$ cat config.mk
export PLATFORM = sky130hd
export DESIGN_NAME = linear_svm_sgd_step_unit_flat
export DESIGN_NICKNAME = d
export VERILOG_FILES = /design/src/rtl/core/lsvm_pkg.sv /design/src/rtl/core/lsvm_req_if.sv /design/src/rtl/core/lsvm_rsp_if.sv /design/src/rtl/core/lsvm_dot_serial.sv /design/src/rtl/core/lsvm_decay_serial.sv /design/src/rtl/core/linear_svm_sgd_step_unit.sv /design/src/flat_wrapper.sv
export SDC_FILE = /design/constraint.sdc
export NUM_CORES = 2
export LEC_CHECK = 0
export ABC_CLOCK_PERIOD_IN_PS = 16750
export BUFFER_PORTS_ARGS = -buffer_cell sky130_fd_sc_hd__buf_2
export CAP_MARGIN = 40
export CORE_UTILIZATION = 52
export CTS_CLUSTER_DIAMETER = 50
export DETAILED_ROUTE_END_ITERATION = 10
export PLACE_DENSITY = 0.72
export SETUP_SLACK_MARGIN = 0.2
export SYNTH_ARGS = -nofsm -noshare
export SYNTH_HDL_FRONTEND = slang
export SYNTH_SLANG_ARGS = --single-unit
$ cat constraint.sdc
create_clock -name clock -period 16.75 [get_ports clock]
set_input_delay 1.675 -clock clock [delete_from_list [all_inputs] [get_ports clock]]
set_output_delay 1.675 -clock clock [all_outputs]
set_load 0.05 [all_outputs]
$ cat src/rtl/core/lsvm_pkg.sv
`timescale 1ns / 1ps

package lsvm_pkg;

   localparam int unsigned CNT_W       = 5;
   localparam int unsigned MUL_STEPS   = 16;
   localparam int unsigned DECAY_STEPS = 32;

   localparam logic [1:0] FN_TRAIN   = 2'd0;
   localparam logic [1:0] FN_PREDICT = 2'd1;
   localparam logic [1:0] FN_LOAD    = 2'd2;

   localparam logic [2:0] CSR_STEP_SIZE      = 3'd0;
   localparam logic [2:0] CSR_REG_LAMBDA     = 3'd1;
   localparam logic [2:0] CSR_START_WEIGHT_X = 3'd2;
   localparam logic [2:0] CSR_START_WEIGHT_Y = 3'd3;
   localparam logic [2:0] CSR_START_BIAS     = 3'd4;

   localparam logic [15:0] STEP_SIZE_RESET  = 16'd328;
   localparam logic [15:0] REG_LAMBDA_RESET = 16'd328;

   typedef struct packed {
      logic load;
      logic step;
      logic last;
   } ser_ctrl_type;

endpackage

$ cat src/rtl/core/lsvm_req_if.sv
`timescale 1ns / 1ps

interface lsvm_req_if;
   logic               valid;
   logic               ready;
   logic [1:0]         func;
   logic signed [15:0] sample_x;
   logic signed [15:0] sample_y;
   logic               label_positive;

   modport source (output valid, func, sample_x, sample_y, label_positive, input ready);
   modport sink (input valid, func, sample_x, sample_y, label_positive, output ready);
endinterface

$ cat src/rtl/core/lsvm_rsp_if.sv
`timescale 1ns / 1ps

interface lsvm_rsp_if;
   logic               valid;
   logic               ready;
   logic signed [31:0] score;
   logic               predicted_positive;
   logic               hinge_active;
   logic signed [31:0] weight_x_out;
   logic signed [31:0] weight_y_out;
   logic signed [31:0] bias_out;
   logic               saturated;

   modport source (output valid, score, predicted_positive, hinge_active, weight_x_out,
                   weight_y_out, bias_out, saturated, input ready);
   modport sink (input valid, score, predicted_positive, hinge_active, weight_x_out,
                 weight_y_out, bias_out, saturated, output ready);
endinterface

$ cat src/rtl/core/lsvm_dot_serial.sv
`timescale 1ns / 1ps

module lsvm_dot_serial (
   input  logic                  clock,
   input  lsvm_pkg::ser_ctrl_type ctrl,
   input  logic signed [31:0]    weight_x,
   input  logic signed [31:0]    weight_y,
   input  logic signed [15:0]    sample_x,
   input  logic signed [15:0]    sample_y,
   input  logic [15:0]           step_size,
   input  logic [15:0]           reg_lambda,
   output logic signed [50:0]    prod,
   output logic [31:0]           rate_lambda,
   output logic signed [32:0]    step_x,
   output logic signed [32:0]    step_y
);

   logic [15:0]        x_sr_ff, x_sr_in;
   logic [15:0]        y_sr_ff, y_sr_in;
   logic [15:0]        lam_sr_ff, lam_sr_in;
   logic [31:0]        lr_sh_ff, lr_sh_in;
   logic signed [34:0] hi_ff, hi_in;
   logic [15:0]        lo_ff, lo_in;
   logic [31:0]        k_ff, k_in;
   logic signed [32:0] gx_ff, gx_in;
   logic signed [32:0] gy_ff, gy_in;

   logic signed [34:0] wx_ext, wy_ext, tx, ty, hi_sum;
   logic signed [32:0] lr_ext, gtx, gty;

   always_comb begin
      wx_ext = {{3{weight_x[31]}}, weight_x};
      wy_ext = {{3{weight_y[31]}}, weight_y};
      lr_ext = {1'b0, lr_sh_ff};
      tx     = x_sr_ff[0] ? (ctrl.last ? -wx_ext : wx_ext) : '0;
      ty     = y_sr_ff[0] ? (ctrl.last ? -wy_ext : wy_ext) : '0;
      gtx    = x_sr_ff[0] ? (ctrl.last ? -lr_ext : lr_ext) : '0;
      gty    = y_sr_ff[0] ? (ctrl.last ? -lr_ext : lr_ext) : '0;
      hi_sum = hi_ff + tx + ty;

      x_sr_in   = x_sr_ff;
      y_sr_in   = y_sr_ff;
      lam_sr_in = lam_sr_ff;
      lr_sh_in  = lr_sh_ff;
      hi_in     = hi_ff;
      lo_in     = lo_ff;
      k_in      = k_ff;
      gx_in     = gx_ff;
      gy_in     = gy_ff;
      if (ctrl.load) begin
         x_sr_in   = sample_x;
         y_sr_in   = sample_y;
         lam_sr_in = reg_lambda;
         lr_sh_in  = {16'd0, step_size};
         hi_in     = '0;
         lo_in     = '0;
         k_in      = '0;
         gx_in     = '0;
         gy_in     = '0;
      end else if (ctrl.step) begin
         x_sr_in   = {1'b0, x_sr_ff[15:1]};
         y_sr_in   = {1'b0, y_sr_ff[15:1]};
         lam_sr_in = {1'b0, lam_sr_ff[15:1]};
         lr_sh_in  = {lr_sh_ff[30:0], 1'b0};
         hi_in     = {hi_sum[34], hi_sum[34:1]};
         lo_in     = {hi_sum[0], lo_ff[15:1]};
         k_in      = k_ff + (lam_sr_ff[0] ? lr_sh_ff : 32'd0);
         gx_in     = gx_ff + gtx;
         gy_in     = gy_ff + gty;
      end
   end

   always_ff @(posedge clock) begin
      x_sr_ff   <= x_sr_in;
      y_sr_ff   <= y_sr_in;
      lam_sr_ff <= lam_sr_in;
      lr_sh_ff  <= lr_sh_in;
      hi_ff     <= hi_in;
      lo_ff     <= lo_in;
      k_ff      <= k_in;
      gx_ff     <= gx_in;
      gy_ff     <= gy_in;
   end

   assign prod        = {hi_ff, lo_ff};
   assign rate_lambda = k_ff;
   assign step_x      = gx_ff;
   assign step_y      = gy_ff;

endmodule

$ cat src/rtl/core/lsvm_decay_serial.sv
`timescale 1ns / 1ps

module lsvm_decay_serial (
   input  logic                  clock,
   input  lsvm_pkg::ser_ctrl_type ctrl,
   input  logic [31:0]           rate_lambda,
   input  logic signed [31:0]    weight_x,
   input  logic signed [31:0]    weight_y,
   output logic [33:0]           decay_x,
   output logic [33:0]           decay_y
);

   logic [31:0] mx_ff, mx_in;
   logic [31:0] my_ff, my_in;
   logic [31:0] k_sr_ff, k_sr_in;
   logic [32:0] hx_ff, hx_in;
   logic [31:0] lx_ff, lx_in;
   logic [32:0] hy_ff, hy_in;
   logic [31:0] ly_ff, ly_in;

   logic [32:0] sum_x, sum_y;

   always_comb begin
      sum_x = hx_ff + (k_sr_ff[0] ? {1'b0, mx_ff} : 33'd0);
      sum_y = hy_ff + (k_sr_ff[0] ? {1'b0, my_ff} : 33'd0);

      mx_in   = mx_ff;
      my_in   = my_ff;
      k_sr_in = k_sr_ff;
      hx_in   = hx_ff;
      lx_in   = lx_ff;
      hy_in   = hy_ff;
      ly_in   = ly_ff;
      if (ctrl.load) begin
         mx_in   = weight_x[31] ? $unsigned(-weight_x) : $unsigned(weight_x);
         my_in   = weight_y[31] ? $unsigned(-weight_y) : $unsigned(weight_y);
         k_sr_in = rate_lambda;
         hx_in   = '0;
         lx_in   = '0;
         hy_in   = '0;
         ly_in   = '0;
      end else if (ctrl.step) begin
         k_sr_in = {1'b0, k_sr_ff[31:1]};
         hx_in   = {1'b0, sum_x[32:1]};
         lx_in   = {sum_x[0], lx_ff[31:1]};
         hy_in   = {1'b0, sum_y[32:1]};
         ly_in   = {sum_y[0], ly_ff[31:1]};
      end
   end

   always_ff @(posedge clock) begin
      mx_ff   <= mx_in;
      my_ff   <= my_in;
      k_sr_ff <= k_sr_in;
      hx_ff   <= hx_in;
      lx_ff   <= lx_in;
      hy_ff   <= hy_in;
      ly_ff   <= ly_in;
   end

   // round half up on the magnitude: bit 30 carries into the kept part
   assign decay_x = {1'b0, hx_ff[31:0], lx_ff[31]} + {33'd0, lx_ff[30]};
   assign decay_y = {1'b0, hy_ff[31:0], ly_ff[31]} + {33'd0, ly_ff[30]};

endmodule

$ cat src/rtl/core/linear_svm_sgd_step_unit.sv
`timescale 1ns / 1ps
// Flow: after its input transfer an item passes the 16-step bit-serial dot product, then
// the sum, abs, round and hinge states; a train item then runs the 32-step bit-serial
// weight decay and the update, and every item ends in the finish state, which waits until
// the response register is free. A new request is taken only when the unit is idle again.
// Reset: weights and bias clear to zero, registers take their reset values, no result pending.

module linear_svm_sgd_step_unit (
   input  logic        clock,
   input  logic        reset,
   lsvm_req_if.sink    req_chan,
   lsvm_rsp_if.source  rsp_chan,
   input  logic        csr_write_enable,
   input  logic [2:0]  csr_index,
   input  logic [31:0] csr_write_data
);

   localparam logic [3:0] ST_IDLE  = 4'd0;
   localparam logic [3:0] ST_MUL   = 4'd1;
   localparam logic [3:0] ST_SUM   = 4'd2;
   localparam logic [3:0] ST_ABS   = 4'd3;
   localparam logic [3:0] ST_RND   = 4'd4;
   localparam logic [3:0] ST_HINGE = 4'd5;
   localparam logic [3:0] ST_DECAY = 4'd6;
   localparam logic [3:0] ST_UPD   = 4'd7;
   localparam logic [3:0] ST_FIN   = 4'd8;

   localparam logic [lsvm_pkg::CNT_W-1:0] MUL_LAST   = lsvm_pkg::CNT_W'(lsvm_pkg::MUL_STEPS - 1);
   localparam logic [lsvm_pkg::CNT_W-1:0] DECAY_LAST =
      lsvm_pkg::CNT_W'(lsvm_pkg::DECAY_STEPS - 1);
   localparam logic [lsvm_pkg::CNT_W-1:0] CNT_ONE    = lsvm_pkg::CNT_W'(1);

   localparam logic [35:0]        POS_LIMIT = 36'h07FFFFFFF;
   localparam logic [35:0]        NEG_LIMIT = 36'h080000000;
   localparam logic signed [34:0] SAT_MAX   = 35'sd2147483647;
   localparam logic signed [34:0] SAT_MIN   = -35'sd2147483648;
   localparam logic signed [31:0] Q_ONE     = 32'sd65536;

   function automatic logic [32:0] clamp32(input logic signed [34:0] v);
      logic [32:0] r;
      if (v > SAT_MAX) begin
         r = {1'b1, 32'h7FFFFFFF};
      end else if (v < SAT_MIN) begin
         r = {1'b1, 32'h80000000};
      end else begin
         r = {1'b0, v[31:0]};
      end
      return r;
   endfunction

   logic [15:0]        lr_ff, lam_ff;
   logic signed [31:0] swx_ff, swy_ff, sb_ff;
   logic signed [31:0] wx_ff, wx_in, wy_ff, wy_in, b_ff, b_in;
   logic [3:0]         state_ff, state_in;
   logic [lsvm_pkg::CNT_W-1:0] cnt_ff, cnt_in;
   logic [1:0]         func_ff;
   logic               label_ff;
   logic signed [50:0] acc_ff;
   logic               neg_ff;
   logic [50:0]        mag_ff;
   logic signed [31:0] score_ff;
   logic               ssat_ff;
   logic               hinge_ff;
   logic               gxneg_ff, gyneg_ff;
   logic [32:0]        gxm_ff, gym_ff;
   logic signed [18:0] gx_ff, gy_ff;
   logic signed [34:0] nx_ff, ny_ff, nb_ff;

   logic               rsp_valid_ff, rsp_valid_in;
   logic signed [31:0] rsp_score_ff;
   logic               rsp_pred_ff, rsp_hinge_ff, rsp_sat_ff;
   logic signed [31:0] rsp_wx_ff, rsp_wy_ff, rsp_b_ff;
   logic               rsp_sat_in;

   lsvm_pkg::ser_ctrl_type dot_ctrl, dec_ctrl;
   logic signed [50:0] prod;
   logic [31:0]        rate_lambda;
   logic signed [32:0] step_x_acc, step_y_acc;
   logic [33:0]        decay_x, decay_y;

   logic               accept, fin_go, is_train;
   logic [35:0]        rnd_m;
   logic               rnd_sat;
   logic signed [31:0] rnd_score;
   logic [17:0]        gx_rnd, gy_rnd;
   logic signed [34:0] wx35, wy35, b35, dx35, dy35, gx35, gy35, lr35;
   logic signed [34:0] dec_x, dec_y, stx, sty, stb;
   logic [32:0]        cl_x, cl_y, cl_b;

   assign accept   = req_chan.valid && req_chan.ready;
   assign fin_go   = !rsp_valid_ff || rsp_chan.ready;
   assign is_train = (func_ff == lsvm_pkg::FN_TRAIN);

   always_comb begin
      dot_ctrl.load = accept;
      dot_ctrl.step = (state_ff == ST_MUL);
      dot_ctrl.last = (cnt_ff == MUL_LAST);
      dec_ctrl.load = (state_ff == ST_HINGE) && is_train;
      dec_ctrl.step = (state_ff == ST_DECAY);
      dec_ctrl.last = (cnt_ff == DECAY_LAST);
   end

   lsvm_dot_serial u_dot (
      .clock         (clock),
      .ctrl          (dot_ctrl),
      .weight_x      (wx_ff),
      .weight_y      (wy_ff),
      .sample_x      (req_chan.sample_x),
      .sample_y      (req_chan.sample_y),
      .step_size     (lr_ff),
      .reg_lambda    (lam_ff),
      .prod          (prod),
      .rate_lambda   (rate_lambda),
      .step_x        (step_x_acc),
      .step_y        (step_y_acc)
   );

   lsvm_decay_serial u_decay (
      .clock       (clock),
      .ctrl        (dec_ctrl),
      .rate_lambda (rate_lambda),
      .weight_x    (wx_ff),
      .weight_y    (wy_ff),
      .decay_x     (decay_x),
      .decay_y     (decay_y)
   );

   always_ff @(posedge clock) begin
      if (reset) begin
         lr_ff  <= lsvm_pkg::STEP_SIZE_RESET;
         lam_ff <= lsvm_pkg::REG_LAMBDA_RESET;
         swx_ff <= '0;
         swy_ff <= '0;
         sb_ff  <= '0;
      end else if (csr_write_enable) begin
         case (csr_index)
            lsvm_pkg::CSR_STEP_SIZE:      lr_ff  <= csr_write_data[15:0];
            lsvm_pkg::CSR_REG_LAMBDA:     lam_ff <= csr_write_data[15:0];
            lsvm_pkg::CSR_START_WEIGHT_X: swx_ff <= csr_write_data;
            lsvm_pkg::CSR_START_WEIGHT_Y: swy_ff <= csr_write_data;
            lsvm_pkg::CSR_START_BIAS:     sb_ff  <= csr_write_data;
            default: ;
         endcase
      end
   end

   always_comb begin
      rnd_m     = mag_ff[50:15] + {35'd0, mag_ff[14]};
      rnd_sat   = neg_ff ? (rnd_m > NEG_LIMIT) : (rnd_m > POS_LIMIT);
      rnd_score = rnd_sat ? (neg_ff ? 32'sh80000000 : 32'sh7FFFFFFF)
                          : (neg_ff ? -$signed(rnd_m[31:0]) : $signed(rnd_m[31:0]));
      gx_rnd    = gxm_ff[32:15] + {17'd0, gxm_ff[14]};
      gy_rnd    = gym_ff[32:15] + {17'd0, gym_ff[14]};

      wx35 = {{3{wx_ff[31]}}, wx_ff};
      wy35 = {{3{wy_ff[31]}}, wy_ff};
      b35  = {{3{b_ff[31]}}, b_ff};
      dx35 = {1'b0, decay_x};
      dy35 = {1'b0, decay_y};
      gx35 = {{16{gx_ff[18]}}, gx_ff};
      gy35 = {{16{gy_ff[18]}}, gy_ff};
      lr35 = {19'd0, lr_ff};
      dec_x = wx_ff[31] ? wx35 + dx35 : wx35 - dx35;
      dec_y = wy_ff[31] ? wy35 + dy35 : wy35 - dy35;
      stx   = hinge_ff ? (label_ff ? gx35 : -gx35) : '0;
      sty   = hinge_ff ? (label_ff ? gy35 : -gy35) : '0;
      stb   = hinge_ff ? (label_ff ? lr35 : -lr35) : '0;

      cl_x = clamp32(nx_ff);
      cl_y = clamp32(ny_ff);
      cl_b = clamp32(nb_ff);

      wx_in      = wx_ff;
      wy_in      = wy_ff;
      b_in       = b_ff;
      rsp_sat_in = ssat_ff;
      if (is_train) begin
         wx_in      = cl_x[31:0];
         wy_in      = cl_y[31:0];
         b_in       = cl_b[31:0];
         rsp_sat_in = ssat_ff | cl_x[32] | cl_y[32] | cl_b[32];
      end else if (func_ff == lsvm_pkg::FN_LOAD) begin
         wx_in = swx_ff;
         wy_in = swy_ff;
         b_in  = sb_ff;
      end
   end

   always_comb begin
      state_in = state_ff;
      cnt_in   = cnt_ff;
      case (state_ff)
         ST_IDLE: begin
            if (accept) begin
               state_in = ST_MUL;
               cnt_in   = '0;
            end
         end
         ST_MUL: begin
            cnt_in = cnt_ff + CNT_ONE;
            if (cnt_ff == MUL_LAST) begin
               state_in = ST_SUM;
            end
         end
         ST_SUM:   state_in = ST_ABS;
         ST_ABS:   state_in = ST_RND;
         ST_RND:   state_in = ST_HINGE;
         ST_HINGE: begin
            cnt_in   = '0;
            state_in = is_train ? ST_DECAY : ST_FIN;
         end
         ST_DECAY: begin
            cnt_in = cnt_ff + CNT_ONE;
            if (dec_ctrl.last) begin
               state_in = ST_UPD;
            end
         end
         ST_UPD:   state_in = ST_FIN;
         ST_FIN: begin
            if (fin_go) begin
               state_in = ST_IDLE;
            end
         end
         default:  state_in = ST_IDLE;
      endcase
   end

   always_comb begin
      rsp_valid_in = rsp_valid_ff;
      if (state_ff == ST_FIN && fin_go) begin
         rsp_valid_in = 1'b1;
      end else if (rsp_chan.ready) begin
         rsp_valid_in = 1'b0;
      end
   end

   always_ff @(posedge clock) begin
      if (reset) begin
         state_ff     <= ST_IDLE;
         cnt_ff       <= '0;
         rsp_valid_ff <= 1'b0;
         wx_ff        <= '0;
         wy_ff        <= '0;
         b_ff         <= '0;
      end else begin
         state_ff     <= state_in;
         cnt_ff       <= cnt_in;
         rsp_valid_ff <= rsp_valid_in;
         if (state_ff == ST_FIN && fin_go) begin
            wx_ff <= wx_in;
            wy_ff <= wy_in;
            b_ff  <= b_in;
         end
      end
   end

   always_ff @(posedge clock) begin
      if (accept) begin
         func_ff  <= req_chan.func;
         label_ff <= req_chan.label_positive;
      end
      if (state_ff == ST_SUM) begin
         acc_ff   <= prod + {{4{b_ff[31]}}, b_ff, 15'd0};
         gxneg_ff <= step_x_acc[32];
         gyneg_ff <= step_y_acc[32];
         gxm_ff   <= step_x_acc[32] ? $unsigned(-step_x_acc) : $unsigned(step_x_acc);
         gym_ff   <= step_y_acc[32] ? $unsigned(-step_y_acc) : $unsigned(step_y_acc);
      end
      if (state_ff == ST_ABS) begin
         neg_ff <= acc_ff[50];
         mag_ff <= acc_ff[50] ? $unsigned(-acc_ff) : $unsigned(acc_ff);
         gx_ff  <= gxneg_ff ? -$signed({1'b0, gx_rnd}) : $signed({1'b0, gx_rnd});
         gy_ff  <= gyneg_ff ? -$signed({1'b0, gy_rnd}) : $signed({1'b0, gy_rnd});
      end
      if (state_ff == ST_RND) begin
         score_ff <= rnd_score;
         ssat_ff  <= rnd_sat;
      end
      if (state_ff == ST_HINGE) begin
         hinge_ff <= label_ff ? (score_ff < Q_ONE) : (score_ff > -Q_ONE);
      end
      if (state_ff == ST_UPD) begin
         nx_ff <= dec_x + stx;
         ny_ff <= dec_y + sty;
         nb_ff <= b35 + stb;
      end
      if (state_ff == ST_FIN && fin_go) begin
         rsp_score_ff <= score_ff;
         rsp_pred_ff  <= !score_ff[31];
         rsp_hinge_ff <= hinge_ff;
         rsp_wx_ff    <= wx_in;
         rsp_wy_ff    <= wy_in;
         rsp_b_ff     <= b_in;
         rsp_sat_ff   <= rsp_sat_in;
      end
   end

   assign req_chan.ready              = (state_ff == ST_IDLE);
   assign rsp_chan.valid              = rsp_valid_ff;
   assign rsp_chan.score              = rsp_score_ff;
   assign rsp_chan.predicted_positive = rsp_pred_ff;
   assign rsp_chan.hinge_active       = rsp_hinge_ff;
   assign rsp_chan.weight_x_out       = rsp_wx_ff;
   assign rsp_chan.weight_y_out       = rsp_wy_ff;
   assign rsp_chan.bias_out           = rsp_b_ff;
   assign rsp_chan.saturated          = rsp_sat_ff;

   a_decay_only_train: assert property (@(posedge clock) disable iff (reset)
      (state_ff == ST_DECAY) |-> is_train)
      else $error("decay pass on a non-train item");

   a_mul_count: assert property (@(posedge clock) disable iff (reset)
      (state_ff == ST_MUL) |-> (cnt_ff <= MUL_LAST))
      else $error("dot product step count overrun");

   a_predict_holds: assert property (@(posedge clock) disable iff (reset)
      (state_ff == ST_FIN && fin_go && func_ff != lsvm_pkg::FN_TRAIN
       && func_ff != lsvm_pkg::FN_LOAD) |=> (wx_ff == $past(wx_ff) && b_ff == $past(b_ff)))
      else $error("predict item changed the weights");

   a_sign_matches: assert property (@(posedge clock) disable iff (reset)
      (state_ff == ST_FIN && fin_go) |=> (rsp_chan.predicted_positive == !rsp_chan.score[31]))
      else $error("predicted class disagrees with score sign");

endmodule
$ cat src/flat_wrapper.sv
// flat-port wrapper written by rule: the top's interface ports become plain ports
module linear_svm_sgd_step_unit_flat 
  (clock, reset, csr_write_enable, csr_index, csr_write_data, req_chan_valid, req_chan_func, req_chan_sample_x, req_chan_sample_y, req_chan_label_positive, req_chan_ready, rsp_chan_valid, rsp_chan_score, rsp_chan_predicted_positive, rsp_chan_hinge_active, rsp_chan_weight_x_out, rsp_chan_weight_y_out, rsp_chan_bias_out, rsp_chan_saturated, rsp_chan_ready);
  lsvm_req_if req_chan_i ();
  lsvm_rsp_if rsp_chan_i ();
  input  logic clock;
  input  logic reset;
  input  logic csr_write_enable;
  input  logic [2:0] csr_index;
  input  logic [31:0] csr_write_data;
  input wire logic [$bits(req_chan_i.valid)-1:0] req_chan_valid;
  input wire logic [$bits(req_chan_i.func)-1:0] req_chan_func;
  input wire logic [$bits(req_chan_i.sample_x)-1:0] req_chan_sample_x;
  input wire logic [$bits(req_chan_i.sample_y)-1:0] req_chan_sample_y;
  input wire logic [$bits(req_chan_i.label_positive)-1:0] req_chan_label_positive;
  output wire logic [$bits(req_chan_i.ready)-1:0] req_chan_ready;
  output wire logic [$bits(rsp_chan_i.valid)-1:0] rsp_chan_valid;
  output wire logic [$bits(rsp_chan_i.score)-1:0] rsp_chan_score;
  output wire logic [$bits(rsp_chan_i.predicted_positive)-1:0] rsp_chan_predicted_positive;
  output wire logic [$bits(rsp_chan_i.hinge_active)-1:0] rsp_chan_hinge_active;
  output wire logic [$bits(rsp_chan_i.weight_x_out)-1:0] rsp_chan_weight_x_out;
  output wire logic [$bits(rsp_chan_i.weight_y_out)-1:0] rsp_chan_weight_y_out;
  output wire logic [$bits(rsp_chan_i.bias_out)-1:0] rsp_chan_bias_out;
  output wire logic [$bits(rsp_chan_i.saturated)-1:0] rsp_chan_saturated;
  input wire logic [$bits(rsp_chan_i.ready)-1:0] rsp_chan_ready;
  assign req_chan_i.valid = req_chan_valid;
  assign req_chan_i.func = req_chan_func;
  assign req_chan_i.sample_x = req_chan_sample_x;
  assign req_chan_i.sample_y = req_chan_sample_y;
  assign req_chan_i.label_positive = req_chan_label_positive;
  assign req_chan_ready = req_chan_i.ready;
  assign rsp_chan_valid = rsp_chan_i.valid;
  assign rsp_chan_score = rsp_chan_i.score;
  assign rsp_chan_predicted_positive = rsp_chan_i.predicted_positive;
  assign rsp_chan_hinge_active = rsp_chan_i.hinge_active;
  assign rsp_chan_weight_x_out = rsp_chan_i.weight_x_out;
  assign rsp_chan_weight_y_out = rsp_chan_i.weight_y_out;
  assign rsp_chan_bias_out = rsp_chan_i.bias_out;
  assign rsp_chan_saturated = rsp_chan_i.saturated;
  assign rsp_chan_i.ready = rsp_chan_ready;
  linear_svm_sgd_step_unit u_core (.clock(clock), .reset(reset), .req_chan(req_chan_i), .rsp_chan(rsp_chan_i), .csr_write_enable(csr_write_enable), .csr_index(csr_index), .csr_write_data(csr_write_data));
endmodule
# After elaboration in Yosys (flattened, before gate mapping)
# Cells that the tools add are included.
dict set report classes {
  bitwise_logic 3
  n_reduce_logical 21
  eq_ne 19
  add_sub_neg 35
  muxes 63
  n_lt_le_gt_ge 10
}
# op n
set op_table {}
lappend op_table {{$mux 32} 16}
lappend op_table {{$mux 35} 12}
lappend op_table {{$mux 33} 9}
lappend op_table {{$neg 35->35} 4}
lappend op_table {{$mux 16} 8}
lappend op_table {{$add 32x35->35} 3}
lappend op_table {{$add 35x35->35} 3}
lappend op_table {{$gt 35x32->1 const B} 3}
lappend op_table {{$lt 35x32->1 const B} 3}
lappend op_table {{$neg 32->32} 3}
lappend op_table {{$sub 32x35->35} 2}
lappend op_table {{$add 33x1->34} 2}
lappend op_table {{$add 33x33->33} 2}
lappend op_table {{$neg 33->33} 2}
lappend op_table {{$mux 31} 2}
lappend op_table {{$add 50x47->51} 1}
lappend op_table {{$neg 51->51} 1}
lappend op_table {{$mux 50} 1}
lappend op_table {{$neg 18->19} 2}
lappend op_table {{$add 18x1->18} 2}
lappend op_table {{$add 36x1->36} 1}
lappend op_table {{$gt 36x31->1 const B} 1}
lappend op_table {{$gt 36x32->1 const B} 1}
lappend op_table {{$mux 18} 2}
lappend op_table {{38 further kinds} 65}
dict set report totals {
  inputBits 75
  ff_bits 1168
  wordCells 210
}

# Logic depth before layout (Yosys ltp)
dict set report logic_depth {
  ltp_word 7
  depth_mapped 36
  mapped_depth_nobuf 35
}

# Cells and area by module
# From an unflattened synthesis, not the netlist that was laid out.
dict set report unflattened {
  cells_unflattened 8086
  area_unflattened_um2 71855.2
}
# module area_each_um2 seq_area_each_um2 instances cells_per_inst
set modules_own_cells {}
lappend modules_own_cells {linear_svm_sgd_step_unit 41837.6 17897.2 1 4673}
lappend modules_own_cells {lsvm_dot_serial 18352.6 5205.0 1 2132}
lappend modules_own_cells {lsvm_decay_serial 11664.9 4244.1 1 1281}

# Worst setup path after synthesis
# Ideal clock, no wire load.
dict set report synth_path {
  kind {register -> register}
  startpoint {register u_core.state_ff[0]}
  endpoint {register u_core.state_ff[1]}
  path_slack_ps 9148
  stages_incl_launch_ff 7
  arrival_ps 7537
  cell_sequence {dfxtp_1 clkbuf_1 nand2b_1 nor3_1 or3_1 a21oi_1 nor2_1}
}
dict set report synth_between {
  elab_chain_cells 4
  word_cells_on_any_way 16
  cone_classes {eq/ne: 12; mux: 1; reduce/logical: 3}
}
# element line
set synth_rtl {}
lappend synth_rtl {{start: declaration} linear_svm_sgd_step_unit.sv:54} ;# logic [3:0] state_ff, state_in;
lappend synth_rtl {{start signal: assignment} linear_svm_sgd_step_unit.sv:246} ;# state_ff <= state_in;
lappend synth_rtl {{$logic_not 4->1} {linear_svm_sgd_step_unit.sv:192, linear_svm_sgd_step_unit.sv:298}}
lappend synth_rtl {{$logic_and 1x1->1} linear_svm_sgd_step_unit.sv:90} ;# assign accept = req_chan.valid && req_chan.ready;
lappend synth_rtl {{$ne 2x2->1 (no line)} n/a}
lappend synth_rtl {{$reduce_and 4->1 (no line)} n/a}
# Parallel ways exist; a longest one is shown, timed or not.
# A chain may end at the register's enable or synchronous reset.

# Worst setup path after layout
dict set report layout_path {
  startpoint {register u_core.u_decay.ly_ff[31]}
  endpoint {register u_core.ny_ff[34] (data pin)}
}
dict set report layout_between {
  elab_chain_cells 4
  word_cells_on_any_way 5
  cone_classes {add/sub: 4; mux: 1}
}
# element line
set layout_rtl {}
lappend layout_rtl {{start: declaration} lsvm_decay_serial.sv:19} ;# logic [31:0] ly_ff, ly_in;
lappend layout_rtl {{start signal: assignment} lsvm_decay_serial.sv:58} ;# ly_ff <= ly_in;
lappend layout_rtl {{$add 33x1->34 (*)} lsvm_decay_serial.sv:63} ;# assign decay_y = {1'b0, hy_ff[31:0], ly_ff[31]} + {33'd0, ly_ff[30]};
lappend layout_rtl {{$sub 32x35->35 / $add 32x35->35 (equally long branches)} linear_svm_sgd_step_unit.sv:164} ;# dec_y = wy_ff[31] ? wy35 + dy35 : wy35 - dy35;
lappend layout_rtl {{$mux 35 (*)} linear_svm_sgd_step_unit.sv:164}
lappend layout_rtl {{$add 35x35->35 (*)} linear_svm_sgd_step_unit.sv:284} ;# ny_ff <= dec_y + sty;
lappend layout_rtl {{end signal: assignment} linear_svm_sgd_step_unit.sv:284}
lappend layout_rtl {{end: declaration} linear_svm_sgd_step_unit.sv:67} ;# logic signed [34:0] nx_ff, ny_ff, nb_ff;
# Every way passes the cells marked *; elsewhere a longest branch is shown, timed or not.

==> flow_metrics.env <==
export IMPL_syn_area_per_cell_sq_um=8.68
export IMPL_hold_violations=0
export IMPL_netlist_area_sq_mm=0.0703
export IMPL_io_pins=208
export IMPL_std_cell_rows=134
export IMPL_coreArea_sq_mm=0.134
export IMPL_insertion_delay_ps=800
export IMPL_grt_max_degree=193
export IMPL_r2r_setup_slack_ps=9150
export IMPL_endpoint_kind="flip-flop"
export IMPL_cpPeakStageDelay_ps=560
export IMPL_synth_area_leaders="edfxtp_1 26%, dfxtp_1 13%, ha_1 7.5%"
export IMPL_yosysSeqAreaShare_pct=38.9
export IMPL_ys_types=82
export IMPL_failed_checks="DRC"
export IMPL_syn2layout_area_growth_pct=10.6
export IMPL_cp_max_fo=15
export IMPL_hold_path_class="flip-flop to flip-flop"
export IMPL_synth_mux_area_share_pct=0.327
export IMPL_cp_start_kind="flip-flop"
export IMPL_outcome="finished, violations left"
export IMPL_synth_edf_count=600
export IMPL_grt_pass1_vias=56800
export IMPL_drc=6
export IMPL_synth_seq_cells=1066
export IMPL_synthCells=8105
export IMPL_slew_viol_final=0
export IMPL_drt_iter0_drc=6388
export IMPL_cts_tree="built"
export IMPL_antenna_found_initial=8
export IMPL_htree_levels=4
export IMPL_nets=8675
export IMPL_clockRootBuffer="clkbuf_16"
export IMPL_vias=61000
export IMPL_worst_pin_slew_ps=1210
export IMPL_cts_setup_buffers=0
export IMPL_hold_worst_slack_ps=429
export IMPL_r2r_start="u_core.u_decay.ly_ff[31]"
export IMPL_drv_cap=0
export IMPL_fillers=11800
export IMPL_fmax_mhz=132
export IMPL_r2r_end="u_core.ny_ff[34]"
export IMPL_synth_main_ff_cell="edfxtp_1"
export IMPL_ctsLongestPathBuffers=3
export IMPL_yosys_area_top_type="edfxtp_1"
export IMPL_post_route_util_pct=58.2
export IMPL_irDropWorstVdd_mv=0.145
export IMPL_start_util_pct=52.6
export IMPL_max_slew_margin_pct=19.2
export IMPL_setup_viol=0
export IMPL_die_height_um=370
export IMPL_ys_warn_count=0
export IMPL_post_dp_hpwl_mm=164
export IMPL_slowest_stage="nor3_1"
export IMPL_yosys_area_share_simple_pct=21.8
export IMPL_die_w_um=370
export IMPL_synth_most_common_cell="nand2_1"
export IMPL_yosys_area_top_type_share_pct=25.6
export IMPL_grtUsageTotal_pct=31.6
export IMPL_hold_path_depth=0
export IMPL_syn_nets=8647
export IMPL_ant_nets=0
export IMPL_synth_top_family_by_area="simple AND/OR/NAND/NOR gates"
export IMPL_synth_xor_area_share_pct=10.2
export IMPL_clock_sinks=1066
export IMPL_period_needed_ps=7600
export IMPL_gp_congestion=0.970
export IMPL_portBuffers=207
export IMPL_clk_pin_slew_worst_paths_ps=50
export IMPL_setup_tns_final_ps=0
export IMPL_p_per_area_mw_per_mm2=122
export IMPL_timing_final_crit_share_pct=45.4
export IMPL_min_delay_start="u_core.u_dot.lo_ff[0]"
export IMPL_rsz0062_at_grt="no"
export IMPL_crit_arrival_ps=8110
export IMPL_cts_resized=0
export IMPL_r2r_cells=29
export IMPL_drt_pass1_iterations=11
export IMPL_drive_gt1_share_pct=7.57
export IMPL_skew_ps=45.1
export IMPL_grt_pass1_wl_mm=336
export IMPL_async_flop_share_pct=0
export IMPL_netlist_top_cells_count="1302 x nand2_1, 600 x edfxtp_1, 568 x nor2_1"
export IMPL_grt_ovfl_total=0
export IMPL_worstPathRequired_ps=17270
export IMPL_die_area_sq_mm=0.137
export IMPL_ctsHoldBuffers=0
export IMPL_p_leak_nw=30.9
export IMPL_wl_per_cell_um=22.0
export IMPL_synth_compound_area_share_pct=17.0
export IMPL_numCtsBuffers=141
export IMPL_wl_mm=221
export IMPL_post_drt_via_cell_ratio=6.09
export IMPL_critPathKind="flip-flop to flip-flop"
export IMPL_path_common_cell="ha_1"
export IMPL_worstHoldEndpoint="u_core.acc_ff[0]"
export IMPL_synth_fa_ha_area_share_pct=8.80
## report_power, final
part           leakage [nW]  total, mW  switching (mW)  internal (mW)
logic                  19.4       3.08            1.92           1.16
clock network          2.31       3.07            1.29           1.78
registers              9.22       3.36           0.247           3.12
## worst max-delay path by stage
stage | start | end | slack [ps]
5_1_grt | u_core.u_decay.lx_ff[31] | u_core.nx_ff[34] | 8580
6_report | u_core.u_decay.ly_ff[31] | u_core.ny_ff[34] | 9150
2_1_floorplan | u_core.state_ff[0] | u_core.state_ff[1] | 9150
3_5_place_dp | u_core.u_decay.ly_ff[30] | u_core.ny_ff[34] | 9360
3_3_place_gp | u_core.u_decay.lx_ff[31] | u_core.nx_ff[34] | 9420
4_1_cts | u_core.u_decay.ly_ff[30] | u_core.ny_ff[34] | 9300
## state kept, by name (all words and copies together) (netlist names), 33 cells and up
| name | cells |
|---|---|
| u_core.mag_ff | 37 |
| u_core.nb_ff | 35 |
| u_core.acc_ff | 51 |
| u_core.u_dot.step_y | 33 |
| u_core.u_dot.step_x | 33 |
| u_core.u_dot.hi_ff | 34 |
| u_core.ny_ff | 35 |
| u_core.nx_ff | 35 |
## layout by cell type (no fill, tap or decap), drive strengths merged, types with 110 or more instances in the layout
cell       n
nor3     221
xnor2    565
nor2     568
and2     211
ha       421
nand3    252
dfxtp    466
a21oi    543
buf      290
nand2b   110
edfxtp   600
o21ai    494
nor2b    151
clkbuf   174
nand2   1302
inv      193
xor2     248
a21o     199
## per-stage QoR
| step | power, mW | instances | instance area, sq um | worst slack (ps) |
|---|---|---|---|---|
| after floorplan | 5.60 | 8105 | 70300 | 9150 |
| after global placement | 6.35 | 9742 | 72700 | 9420 |
| after detailed placement | 6.42 | 9758 | 73000 | 9360 |
| after CTS | 9.50 | 10000 | 77800 | 9300 |
| after global routing | 9.98 | 10000 | 77800 | 8580 |
| final | 9.52 | 10000 | 77800 | 9150 |
## area by class of cell
| type | instances | area [sq um] | share of cell area (%) |
|---|---|---|---|
| multi-input combinational | 6466 | 40900 | 52.6 |
| sequential | 1066 | 27300 | 35.1 |
| clock buffer | 174 | 3790 | 4.87 |
| tap | 1768 | 2210 | 2.84 |
| timing repair buffer | 290 | 1870 | 2.40 |
| clock inverter | 89 | 1010 | 1.30 |
| inverter | 168 | 642 | 0.825 |
| antenna | 3 | 7.51 | 0.00965 |
## critical path: cells and delay by family (launching register included)
| family | cells | cell delay [ps] |
|---|---|---|
| fa+ha+maj | 4 | 1310 |
| compound gates | 14 | 3110 |
| flops | 1 | 350 |
| simple gates | 8 | 2110 |
| xor+xnor | 3 | 450 |
## routing by layer
layer  share of wire [%]  vias to the layer above  routed length [um]  track usage (%)
met5               0.031                        -                  69                0
met1                  42                    29200               93100             42.4
met2                  45                     2464               99400             49.8
met4                 5.1                        8               11200             14.9
li1                    -                    28900                   -                -
met3                 7.7                      453               16900             4.96
## cells by family after synthesis
logic type      after synthesis
xor+xnor                    814
simple gates               3259
buf+inv                     573
flops                      1066
mux                          22
fa+ha+maj                   467
compound gates             1904
No activity file was read; power rests on OpenSTA's default activity.
